<file path="src/rtl/core/ptl_pkg.sv">
// ----------------------------------------------------------------------------
// ptl_pkg
// Shared constants and types for the page translation block with LRU
// replacement: field widths, table sizes and the table write request.
// ----------------------------------------------------------------------------
`default_nettype none

package ptl_pkg;

    localparam int VIRTUAL_PAGES  = 64;
    localparam int PHYS_FRAMES    = 32;
    localparam int WORDS_PER_PAGE = 1024;

    localparam int ADDR_W  = 16;
    localparam int PADDR_W = 15;
    localparam int PAGE_W  = $clog2(VIRTUAL_PAGES);
    localparam int FRAME_W = $clog2(PHYS_FRAMES);
    localparam int OFF_W   = $clog2(WORDS_PER_PAGE);
    localparam int STAMP_W = 32;
    localparam int CFG_W   = 6;

    localparam logic [CFG_W-1:0]   FRAMES_RESET = CFG_W'(PHYS_FRAMES);
    localparam logic [STAMP_W-1:0] STAMP_MAX    = {STAMP_W{1'b1}};

    // one write into the page table memories
    typedef struct packed {
        logic                frame_we;
        logic                stamp_we;
        logic [PAGE_W-1:0]   addr;
        logic [FRAME_W-1:0]  frame;
        logic [STAMP_W-1:0]  stamp;
    } ptl_tbl_wr_t;

endpackage

`default_nettype wire

</file>
<file path="src/rtl/core/ptl_page_table.sv">
// ----------------------------------------------------------------------------
// ptl_page_table
// Frame number and last-use stamp memories of the page table, one write
// port shared by both, one registered read port each.
// ----------------------------------------------------------------------------
`default_nettype none

module ptl_page_table
    import ptl_pkg::*;
(
    input  wire logic                 aclk,
    input  wire ptl_tbl_wr_t          wr,
    input  wire logic [PAGE_W-1:0]    frame_rd_addr,
    output logic      [FRAME_W-1:0]   frame_rd_data,
    input  wire logic [PAGE_W-1:0]    stamp_rd_addr,
    output logic      [STAMP_W-1:0]   stamp_rd_data
);

    logic [FRAME_W-1:0] frame_mem [VIRTUAL_PAGES];
    logic [STAMP_W-1:0] stamp_mem [VIRTUAL_PAGES];

    always_ff @(posedge aclk) begin
        if (wr.frame_we) begin
            frame_mem[wr.addr] <= wr.frame;
        end
        frame_rd_data <= frame_mem[frame_rd_addr];
    end

    always_ff @(posedge aclk) begin
        if (wr.stamp_we) begin
            stamp_mem[wr.addr] <= wr.stamp;
        end
        stamp_rd_data <= stamp_mem[stamp_rd_addr];
    end

endmodule

`default_nettype wire

</file>
<file path="src/rtl/core/page_translate_lru_top.sv">
// ----------------------------------------------------------------------------
// page_translate_lru_top
// Virtual to physical word address translation through a page table with
// least recently used replacement of resident pages.
// ----------------------------------------------------------------------------
// Path from input transaction to result: a hit passes lookup and fetch, a
// miss into a fresh frame goes from lookup to finish, a miss with eviction
// passes scan, victim read and victim load. Eviction time is set by the victim
// search: one stamp memory read and one compare per page entry, 64 entries.
// One request at a time; the next is taken once the result is registered.
// Synchronous active-low reset clears valid bits, frame count, request stamp
// and sets the frame limit to 32; table memories are not cleared.
`default_nettype none

module page_translate_lru_top
    import ptl_pkg::*;
(
    input  wire logic                 aclk,
    input  wire logic                 aresetn,

    input  wire logic                 cfg_valid,
    output logic                      cfg_ready,
    input  wire logic [CFG_W-1:0]     cfg_frames_in_use,

    input  wire logic                 s_valid,
    output logic                      s_ready,
    input  wire logic [ADDR_W-1:0]    s_virtual_address,

    output logic                      m_valid,
    input  wire logic                 m_ready,
    output logic      [PADDR_W-1:0]   m_physical_address,
    output logic      [FRAME_W-1:0]   m_frame_index,
    output logic                      m_was_hit,
    output logic                      m_did_evict,
    output logic      [PAGE_W-1:0]    m_evicted_page,
    output logic                      m_stamp_saturated
);

    typedef enum logic [6:0] {
        ST_IDLE   = 7'b0000001,
        ST_LOOKUP = 7'b0000010,
        ST_FETCH  = 7'b0000100,
        ST_SCAN   = 7'b0001000,
        ST_VREAD  = 7'b0010000,
        ST_VLOAD  = 7'b0100000,
        ST_FINISH = 7'b1000000
    } state_t;

    state_t                     state_reg, state_next;
    logic [CFG_W-1:0]           limit_cfg_reg, limit_cfg_next;
    logic [VIRTUAL_PAGES-1:0]   valid_reg, valid_next;
    logic [CFG_W-1:0]           alloc_reg, alloc_next;
    logic [STAMP_W-1:0]         stamp_reg, stamp_next;
    logic                       sat_reg, sat_next;
    logic [PAGE_W:0]            scan_cnt_reg, scan_cnt_next;
    logic                       cmp_en_reg, cmp_en_next;
    logic                       have_victim_reg, have_victim_next;
    logic                       m_valid_reg, m_valid_next;

    // payload, no reset
    logic [PAGE_W-1:0]          page_reg, page_next;
    logic [OFF_W-1:0]           offset_reg, offset_next;
    logic [PAGE_W-1:0]          cmp_idx_reg, cmp_idx_next;
    logic [STAMP_W-1:0]         best_reg, best_next;
    logic [PAGE_W-1:0]          victim_reg, victim_next;
    logic [FRAME_W-1:0]         frame_reg, frame_next;
    logic                       hit_reg, hit_next;
    logic                       evict_reg, evict_next;
    logic [FRAME_W-1:0]         m_frame_reg, m_frame_next;
    logic [OFF_W-1:0]           m_offset_reg, m_offset_next;
    logic                       m_hit_reg, m_hit_next;
    logic                       m_evict_reg, m_evict_next;
    logic [PAGE_W-1:0]          m_evpage_reg, m_evpage_next;
    logic                       m_sat_reg, m_sat_next;

    logic [CFG_W-1:0]           frame_limit;
    logic                       s_fire;
    ptl_tbl_wr_t                tbl_wr;
    logic [PAGE_W-1:0]          frame_rd_addr;
    logic [FRAME_W-1:0]         frame_rd_data;
    logic [STAMP_W-1:0]         stamp_rd_data;

    ptl_page_table u_table (
        .aclk          (aclk),
        .wr            (tbl_wr),
        .frame_rd_addr (frame_rd_addr),
        .frame_rd_data (frame_rd_data),
        .stamp_rd_addr (scan_cnt_reg[PAGE_W-1:0]),
        .stamp_rd_data (stamp_rd_data)
    );

    assign cfg_ready = 1'b1;
    assign s_ready   = (state_reg == ST_IDLE);
    assign s_fire    = s_valid && s_ready;

    always_comb begin
        if (limit_cfg_reg == '0) begin
            frame_limit = CFG_W'(1);
        end else if (limit_cfg_reg > CFG_W'(PHYS_FRAMES)) begin
            frame_limit = CFG_W'(PHYS_FRAMES);
        end else begin
            frame_limit = limit_cfg_reg;
        end
    end

    assign frame_rd_addr = (state_reg == ST_LOOKUP) ? page_reg : victim_reg;

    always_comb begin
        state_next       = state_reg;
        limit_cfg_next   = limit_cfg_reg;
        valid_next       = valid_reg;
        alloc_next       = alloc_reg;
        stamp_next       = stamp_reg;
        sat_next         = sat_reg;
        scan_cnt_next    = scan_cnt_reg;
        cmp_en_next      = 1'b0;
        have_victim_next = have_victim_reg;
        m_valid_next     = m_valid_reg && !m_ready;
        page_next        = page_reg;
        offset_next      = offset_reg;
        cmp_idx_next     = scan_cnt_reg[PAGE_W-1:0];
        best_next        = best_reg;
        victim_next      = victim_reg;
        frame_next       = frame_reg;
        hit_next         = hit_reg;
        evict_next       = evict_reg;
        m_frame_next     = m_frame_reg;
        m_offset_next    = m_offset_reg;
        m_hit_next       = m_hit_reg;
        m_evict_next     = m_evict_reg;
        m_evpage_next    = m_evpage_reg;
        m_sat_next       = m_sat_reg;
        tbl_wr           = '0;
        tbl_wr.addr      = page_reg;
        tbl_wr.frame     = frame_reg;
        tbl_wr.stamp     = stamp_reg;

        if (cfg_valid && cfg_ready) begin
            limit_cfg_next = cfg_frames_in_use;
        end

        unique case (state_reg)
            ST_IDLE: begin
                if (s_fire) begin
                    page_next   = s_virtual_address[OFF_W +: PAGE_W];
                    offset_next = s_virtual_address[OFF_W-1:0];
                    if (stamp_reg != STAMP_MAX) begin
                        stamp_next = stamp_reg + STAMP_W'(1);
                    end
                    sat_next   = (stamp_next == STAMP_MAX);
                    state_next = ST_LOOKUP;
                end
            end
            ST_LOOKUP: begin
                evict_next = 1'b0;
                if (valid_reg[page_reg]) begin
                    hit_next        = 1'b1;
                    tbl_wr.stamp_we = 1'b1;
                    state_next      = ST_FETCH;
                end else if (alloc_reg < frame_limit) begin
                    hit_next            = 1'b0;
                    frame_next          = alloc_reg[FRAME_W-1:0];
                    alloc_next          = alloc_reg + CFG_W'(1);
                    valid_next[page_reg] = 1'b1;
                    tbl_wr.frame_we     = 1'b1;
                    tbl_wr.stamp_we     = 1'b1;
                    tbl_wr.frame        = alloc_reg[FRAME_W-1:0];
                    state_next          = ST_FINISH;
                end else begin
                    hit_next         = 1'b0;
                    scan_cnt_next    = '0;
                    have_victim_next = 1'b0;
                    state_next       = ST_SCAN;
                end
            end
            ST_FETCH: begin
                frame_next = frame_rd_data;
                state_next = ST_FINISH;
            end
            ST_SCAN: begin
                // issue one stamp read per cycle, compare it in the next cycle
                if (scan_cnt_reg != (PAGE_W+1)'(VIRTUAL_PAGES)) begin
                    scan_cnt_next = scan_cnt_reg + (PAGE_W+1)'(1);
                    cmp_en_next   = 1'b1;
                end
                if (cmp_en_reg && valid_reg[cmp_idx_reg]
                        && (!have_victim_reg || stamp_rd_data < best_reg)) begin
                    best_next        = stamp_rd_data;
                    victim_next      = cmp_idx_reg;
                    have_victim_next = 1'b1;
                end
                if (scan_cnt_reg == (PAGE_W+1)'(VIRTUAL_PAGES) && !cmp_en_reg) begin
                    state_next = ST_VREAD;
                end
            end
            ST_VREAD: begin
                state_next = ST_VLOAD;
            end
            ST_VLOAD: begin
                if (have_victim_reg) begin
                    frame_next             = frame_rd_data;
                    evict_next             = 1'b1;
                    valid_next[victim_reg] = 1'b0;
                    tbl_wr.frame           = frame_rd_data;
                end else begin
                    frame_next   = '0;
                    tbl_wr.frame = '0;
                end
                valid_next[page_reg] = 1'b1;
                tbl_wr.frame_we      = 1'b1;
                tbl_wr.stamp_we      = 1'b1;
                state_next           = ST_FINISH;
            end
            ST_FINISH: begin
                if (!m_valid_reg || m_ready) begin
                    m_valid_next  = 1'b1;
                    m_frame_next  = frame_reg;
                    m_offset_next = offset_reg;
                    m_hit_next    = hit_reg;
                    m_evict_next  = evict_reg;
                    m_evpage_next = evict_reg ? victim_reg : '0;
                    m_sat_next    = sat_reg;
                    state_next    = ST_IDLE;
                end
            end
            default: begin
                state_next = ST_IDLE;
            end
        endcase
    end

    always_ff @(posedge aclk) begin
        if (!aresetn) begin
            state_reg       <= ST_IDLE;
            limit_cfg_reg   <= FRAMES_RESET;
            valid_reg       <= '0;
            alloc_reg       <= '0;
            stamp_reg       <= '0;
            sat_reg         <= 1'b0;
            scan_cnt_reg    <= '0;
            cmp_en_reg      <= 1'b0;
            have_victim_reg <= 1'b0;
            m_valid_reg     <= 1'b0;
        end else begin
            state_reg       <= state_next;
            limit_cfg_reg   <= limit_cfg_next;
            valid_reg       <= valid_next;
            alloc_reg       <= alloc_next;
            stamp_reg       <= stamp_next;
            sat_reg         <= sat_next;
            scan_cnt_reg    <= scan_cnt_next;
            cmp_en_reg      <= cmp_en_next;
            have_victim_reg <= have_victim_next;
            m_valid_reg     <= m_valid_next;
        end
    end

    always_ff @(posedge aclk) begin
        page_reg     <= page_next;
        offset_reg   <= offset_next;
        cmp_idx_reg  <= cmp_idx_next;
        best_reg     <= best_next;
        victim_reg   <= victim_next;
        frame_reg    <= frame_next;
        hit_reg      <= hit_next;
        evict_reg    <= evict_next;
        m_frame_reg  <= m_frame_next;
        m_offset_reg <= m_offset_next;
        m_hit_reg    <= m_hit_next;
        m_evict_reg  <= m_evict_next;
        m_evpage_reg <= m_evpage_next;
        m_sat_reg    <= m_sat_next;
    end

    assign m_valid            = m_valid_reg;
    assign m_physical_address = {m_frame_reg, m_offset_reg};
    assign m_frame_index      = m_frame_reg;
    assign m_was_hit          = m_hit_reg;
    assign m_did_evict        = m_evict_reg;
    assign m_evicted_page     = m_evpage_reg;
    assign m_stamp_saturated  = m_sat_reg;

endmodule

`default_nettype wire

</file>
<file path="config.mk">
export PLATFORM = sky130hd
export DESIGN_NAME = page_translate_lru_top
export DESIGN_NICKNAME = d
export VERILOG_FILES = /design/src/rtl/core/ptl_pkg.sv /design/src/rtl/core/ptl_page_table.sv /design/src/rtl/core/page_translate_lru_top.sv
export SDC_FILE = /design/constraint.sdc
export NUM_CORES = 2
export LEC_CHECK = 0
export BUFFER_PORTS_ARGS = -buffer_cell sky130_fd_sc_hd__buf_4
export CAP_MARGIN = 40
export CORE_UTILIZATION = 57
export CTS_CLUSTER_DIAMETER = 40
export CTS_CLUSTER_SIZE = 30
export DETAILED_ROUTE_END_ITERATION = 7
export PLACE_DENSITY_LB_ADDON = 0.08
export SYNTH_ARGS = -nofsm -noshare
export SYNTH_HDL_FRONTEND = slang
export SYNTH_SLANG_ARGS = --single-unit
</file>
<file path="constraint.sdc">
create_clock -name aclk -period 6.5 [get_ports aclk]
set_input_delay 1.625 -clock aclk [delete_from_list [all_inputs] [get_ports aclk]]
set_output_delay 1.625 -clock aclk [all_outputs]
set_load 0.01 [all_outputs]
</file>
Word-level counts from Yosys, hierarchy flattened
Memory sizes are Yosys's and may differ from the RTL's. A register that Yosys moved wholly into a read port is not among the register bits.
Index checks and enable logic that the tools add are counted.
{"block": "word_totals", "ff_bits": 217, "latch_bits": 0, "ram_bits": 2368, "mem_bits_ro": 0, "out_inout_bits": 32, "wordCells": 142, "n_memories": 2}
{"name": "u_table.stamp_mem", "words": 64, "word_bits": 32, "read_ports": 1, "rd_clocked_by_memory_dff": 1, "write_ports": 1, "line": "ptl_page_table.sv:20", "rtl": "logic [STAMP_W-1:0] stamp_mem [VIRTUAL_PAGES];"}
{"name": "u_table.frame_mem", "words": 64, "word_bits": 5, "read_ports": 1, "rd_clocked_by_memory_dff": 1, "write_ports": 1, "line": "ptl_page_table.sv:19", "rtl": "logic [FRAME_W-1:0] frame_mem [VIRTUAL_PAGES];"}
{"block": "op_classes", "add_sub_neg": 3, "n_mul": 0, "n_div": 0, "magnitude_cmp": 8, "n_eq_ne": 20, "shifts": 0, "mux": 52, "n_bitwise": 5, "reduce_logical": 28}
{"op": "$mux 64", "count": 4}
{"op": "$or 64x64->64", "count": 2}
{"op": "$pmux 64 s2", "count": 1}
{"op": "$mux 32", "count": 3}
{"op": "$and 64x64->64", "count": 1}
{"op": "$not 64->64", "count": 1}
{"op": "$mux 7", "count": 8}
{"op": "$pmux 7 s6", "count": 1}
{"op": "$add 32x1->32 const B", "count": 1}
{"op": "$eq 32x32->1 const B", "count": 1}
{"op": "$lt 32x32->1", "count": 1}
{"op": "$ne 32x32->1 const B", "count": 1}
{"op": "$lt 6x7->1 const B", "count": 3}
{"op": "$mux 1", "count": 18}
{"op": "$mux 6", "count": 3}
{"op": "$mux 5", "count": 3}
{"op": "$pmux 5 s3", "count": 1}
{"op": "$eq 7x7->1 const B", "count": 2}
{"op": "$ne 2x2->1 const B", "count": 7}
{"op": "$pmux 7 s2", "count": 1}
{"op": "$bmux 1 s6", "count": 2}
{"op": "$demux 1 s6", "count": 2}
{"op": "$ge 6x1->1 const B", "count": 2}
{"op": "$pmux 5 s2", "count": 1}
{"op": "26 further kinds", "count": 46}

Depth between registers and ports, before layout
{"block": "depth", "word_depth": 10, "depth_mapped": 14}

Hierarchy
Synthesis repeated with hierarchy kept, for this count alone.
{"block": "hier_totals", "hier_cells": 5121, "hier_area_um2": 102291.9}
{"mod": "ptl_page_table", "n_inst": 1, "cells_per_inst": 3962, "area_per_inst_um2": 90793.3, "seq_area_each_um2": 71848.9}
{"mod": "page_translate_lru_top", "n_inst": 1, "cells_per_inst": 1159, "area_per_inst_um2": 11498.5, "seq_area_each_um2": 5195.0}

Worst setup path after synthesis
Ideal clock, no wire load.
{"block": "synth_timing", "path_type": "register to register", "startpoint": "register page_reg[0]", "endpoint": "memory u_table.stamp_mem[0][0] (enable)", "arrival_time_ns": 4.354, "t_required_ns": 6.039, "slack_ns": 1.685, "path_stages_with_launch": 12, "synth_period_minus_slack_ns": 4.815, "cell_sequence": "edfxtp_1 > buf_6 > buf_2 > or3b_2 > a21oi_1 > a211o_1 > o311a_1 > nor3_2 > a21oi_1 > nor2_2 > buf_2 > nor3_1"}
{"block": "synth_between", "elab_chain_len": 6}
{"item": "start: declaration", "line": "page_translate_lru_top.sv:61", "rtl": "logic [PAGE_W-1:0] page_reg, page_next;"}
{"item": "start signal: assignment", "line": "page_translate_lru_top.sv:259", "rtl": "page_reg <= page_next;"}
{"item": "$bmux 1 s6", "line": "page_translate_lru_top.sv:156", "rtl": "if (valid_reg[page_reg]) begin"}
{"item": "$mux 1 (implied by the code)", "line": "page_translate_lru_top.sv:156"}
{"item": "$mux 1", "line": "page_translate_lru_top.sv:156"}
{"item": "$pmux 2 s2", "line": "page_translate_lru_top.sv:142", "rtl": "unique case (state_reg)"}
{"item": "$mux 1", "line": "ptl_page_table.sv:30", "rtl": "if (wr.stamp_we) begin"}
{"item": "$mux 1 (implied by the code)", "line": "ptl_page_table.sv:31", "rtl": "stamp_mem[wr.addr] <= wr.stamp;"}
{"item": "end: declaration", "line": "ptl_page_table.sv:20"}
Several ways; a longest one is shown, not always the timed one. The select of a mux whose other input is x is not followed.

Worst setup path after layout
{"block": "layout_timing", "startpoint": "register page_reg[0]", "endpoint": "memory u_table.frame_mem[23][4] (netlist name) (enable)"}
{"block": "layout_between", "elab_chain_len": 6}
{"item": "$bmux 1 s6", "line": "page_translate_lru_top.sv:156"}
{"item": "$mux 1 (implied by the code)", "line": "page_translate_lru_top.sv:156"}
{"item": "$mux 1", "line": "page_translate_lru_top.sv:156"}
{"item": "$pmux 2 s2", "line": "page_translate_lru_top.sv:142"}
{"item": "$mux 1", "line": "ptl_page_table.sv:23", "rtl": "if (wr.frame_we) begin"}
{"item": "$mux 1 (implied by the code)", "line": "ptl_page_table.sv:24", "rtl": "frame_mem[wr.addr] <= wr.frame;"}
{"item": "end: declaration", "line": "ptl_page_table.sv:19"}
Several ways; a longest one is shown, not always the timed one. The select of a mux whose other input is x is not followed.

==> flow_metrics.tcl <==
set metrics [dict create \
    synth_area_mm2 0.102 \
    ys_seq_elements 2622 \
    ys.flop_type "edfxtp_1" \
    rr_worst_depth 10 \
    fmaxAchievable_ghz 0.206 \
    largest_reg_flops 2048 \
    power.density_mw_per_mm2 316 \
    maxCapViolCount 0 \
    vdd_drop_max_mv 0.278 \
    cts_resized 0 \
    final.setup.tns_ns 0 \
    yosysWarnings 0 \
    critPathKind "reg2reg" \
    path_common_cell "buf_4" \
    power.leakage_nw 32.1 \
    via_per_inst 6.54 \
    synth_xor_xnor_area_share_pct 0.326 \
    clk_pin_slew_worst_paths_ns 0.06 \
    cts_root_buf "clkbuf_16" \
    start_util_pct 57.7 \
    crit_path_end_kind "register" \
    multiInputGateArea_mm2 0.0239 \
    clk_path_buf_depth 4 \
    setup_viol 0 \
    synth_adder_area_share_pct 0.491 \
    clk_latency_ns 0.96 \
    synth_nets 5266 \
    final-max-slew-violation-count 0 \
    syn_inst 5199 \
    area_growth_pct 16.1 \
    timing.rr.end "u_table.frame_mem[23][4]" \
    synth_top_family_by_area "multiplexers" \
    status "completed" \
    crit_chain "buf_4, mux2_2, a221o_1, a211o_1, o311a_1, nor4_4, buf_4, or2_1, nand3_1, nor2_1" \
    cp_slowest_cell "edfxtp_1" \
    numCtsBuffers 342 \
    critPathBufInv 2 \
    dpl.hpwl_mm 158 \
    worstHoldStart "offset_reg[4]" \
    postSynth.asyncResetShare_pct 0 \
    numPortBuffers 57 \
    drive_above_1_share_pct 28.4 \
    synth-simple-area-share_pct 4.44 \
    r2r-start "page_reg[0]" \
    seq_area_frac_synth_pct 75.5 \
    synth.area.mux_share_pct 15.2 \
    antenna_found_initial 8 \
    dieArea_mm2 0.181 \
    crit_family "simple AND/OR/NAND/NOR gates" \
    start_kind "register" \
    ioPinCount 59 \
    grt_pass1_wl_mm 370 \
    layout.nets 5571 \
    rows 154 \
    rsz0062_at_grt "no" \
    gr-total-overflow 0 \
    cts_tree "yes" \
    cts_hold_repair.buffers 0 \
    worst_path_largest_cell_delay_ns 0.77 \
    yosysUniqueCellTypes 67 \
    synth_edf_count 2453 \
    mostFrequentLayoutCells "edfxtp_1, mux4_2, nand2_1, clkbuf_16, buf_4" \
    ff_latch_area_mm2 0.0771 \
    synth.avg_cell_area_um2 19.6 \
    grt_max_degree 100 \
    cp.arrival_ns 5.42 \
    drtIter0Drc 7142 \
    tightest_slew_ns 0.981 \
    htreeDepth 5 \
    hold_class "reg2reg" \
    final_common_cell "edfxtp_1" \
    post_drt_wl_per_cell_um 31.8 \
    period_needed_ns 4.85 \
    utilization_pct 66.9 \
    die_x_um 425 \
    path_max_fanout 27 \
    grt_pass1_vias 51600 \
    fin_crit_sh_pct 74.6 \
    min_path_cells 0 \
    cts_sinks 2622 \
    gp_congestion 0.916 \
    fill_cells 11500 \
    relSlewSlack_pct 34.6 \
    firstDrtPassIters 5 \
    grtUsageTotal_pct 29.0 \
    crit_required_ns 7.06 \
    reg2reg_slack_ns 1.65 \
    die_h_um 425 \
    num_vias 53100 \
    finClkSkew_ns 0.0619 \
    ant_nets 0 \
    wl_mm 258 \
    design.core.area_mm2 0.177 \
    drc 0 \
    hold_violations 0 \
    synth_compound_area_share_pct 2.53 \
    cts_setup_buffers 0 \
    holdPathEnd "m_offset_reg[4]" \
]
==> where the power goes <==
| group | total, mW | switching [mW] | internal, mW | leakage, nW |
|---|---|---|---|---|
| Clock | 18.8 | 7.68 | 11.2 | 5.59 |
| Combinational | 0.316 | 0.239 | 0.0769 | 7.02 |
| Sequential | 18.3 | 0.0216 | 18.2 | 19.5 |
==> worst max path at each step <==
stage	from	endpoint	slack [ns]	cells past startpoint
6_report	page_reg[0]	u_table.frame_mem[23][4]	1.65	10
5_1_grt	page_reg[0]	u_table.frame_mem[7][1]	1.51	10
4_1_cts	page_reg[0]	u_table.frame_mem[23][4]	1.62	10
3_5_place_dp	page_reg[0]	u_table.frame_mem[23][4]	1.65	10
3_3_place_gp	page_reg[0]	u_table.frame_mem[23][0]	1.79	10
2_1_floorplan	page_reg[0]	u_table.stamp_mem[0][0]	1.69	11
==> cell usage after synthesis, types with 11 or more instances <==
cell type | n | area, µm²
and3_1 | 19 | 119
o21ai_0 | 115 | 576
xor2_1 | 24 | 210
nand2b_1 | 16 | 100
a21o_1 | 14 | 105
clkbuf_1 | 182 | 683
and2_1 | 15 | 93.8
nand3_1 | 134 | 671
buf_2 | 50 | 250
a211oi_1 | 11 | 82.6
or3_1 | 26 | 163
edfxtp_1 | 2453 | 73700
dfxtp_1 | 169 | 3380
nor2_1 | 144 | 541
xnor2_1 | 14 | 123
a32oi_1 | 20 | 175
nand4_1 | 56 | 350
ha_1 | 40 | 500
a31oi_1 | 54 | 338
mux4_2 | 651 | 14700
o22ai_1 | 83 | 519
inv_1 | 44 | 165
mux2i_1 | 78 | 781
nor2b_1 | 25 | 156
nand2_1 | 420 | 1580
nor3_1 | 82 | 410
a21oi_1 | 73 | 365
buf_1 | 67 | 251
==> metrics by stage <==
step                      power, mW  cell area, µm²  std cells  hold slack, ns  worst slack (ns)
after global placement         18.9          106000       7460           0.400              1.79
after floorplan                18.8          102000       5199           0.326              1.69
after detailed placement       18.9          107000       7499           0.406              1.65
final                          37.4          118000       8118           0.415              1.65
after global routing           38.3          118000       8112           0.428              1.51
after CTS                      37.6          118000       8111           0.417              1.62
==> cell families after synthesis <==
family	after synthesis
other cells	1
buf+inv	357
compound gates	422
xor+xnor	38
mux	738
simple gates	981
fa+ha+maj	40
flops	2622
==> metal layers <==
metal	wire length (µm)	share of wire [%]	track usage [%]	vias to the layer above
met1	108000	42	44.0	27900
met4	7360	2.9	8.33	2
met5	7	0.0027	0	-
met3	24900	9.6	5.99	424
li1	-	-	-	22000
met2	118000	46	43.0	2697
==> area by class of cell <==
class,count,area share [%]
clock buffers,372,7.48
flip-flops and latches,2622,65.1
inverters,49,0.156
repair buffers,269,2.30
well taps,2340,2.47
multi-input cells,2220,20.2
clock inverters,240,2.25
diodes,6,0.0127
(Power assumes the default switching activity.)
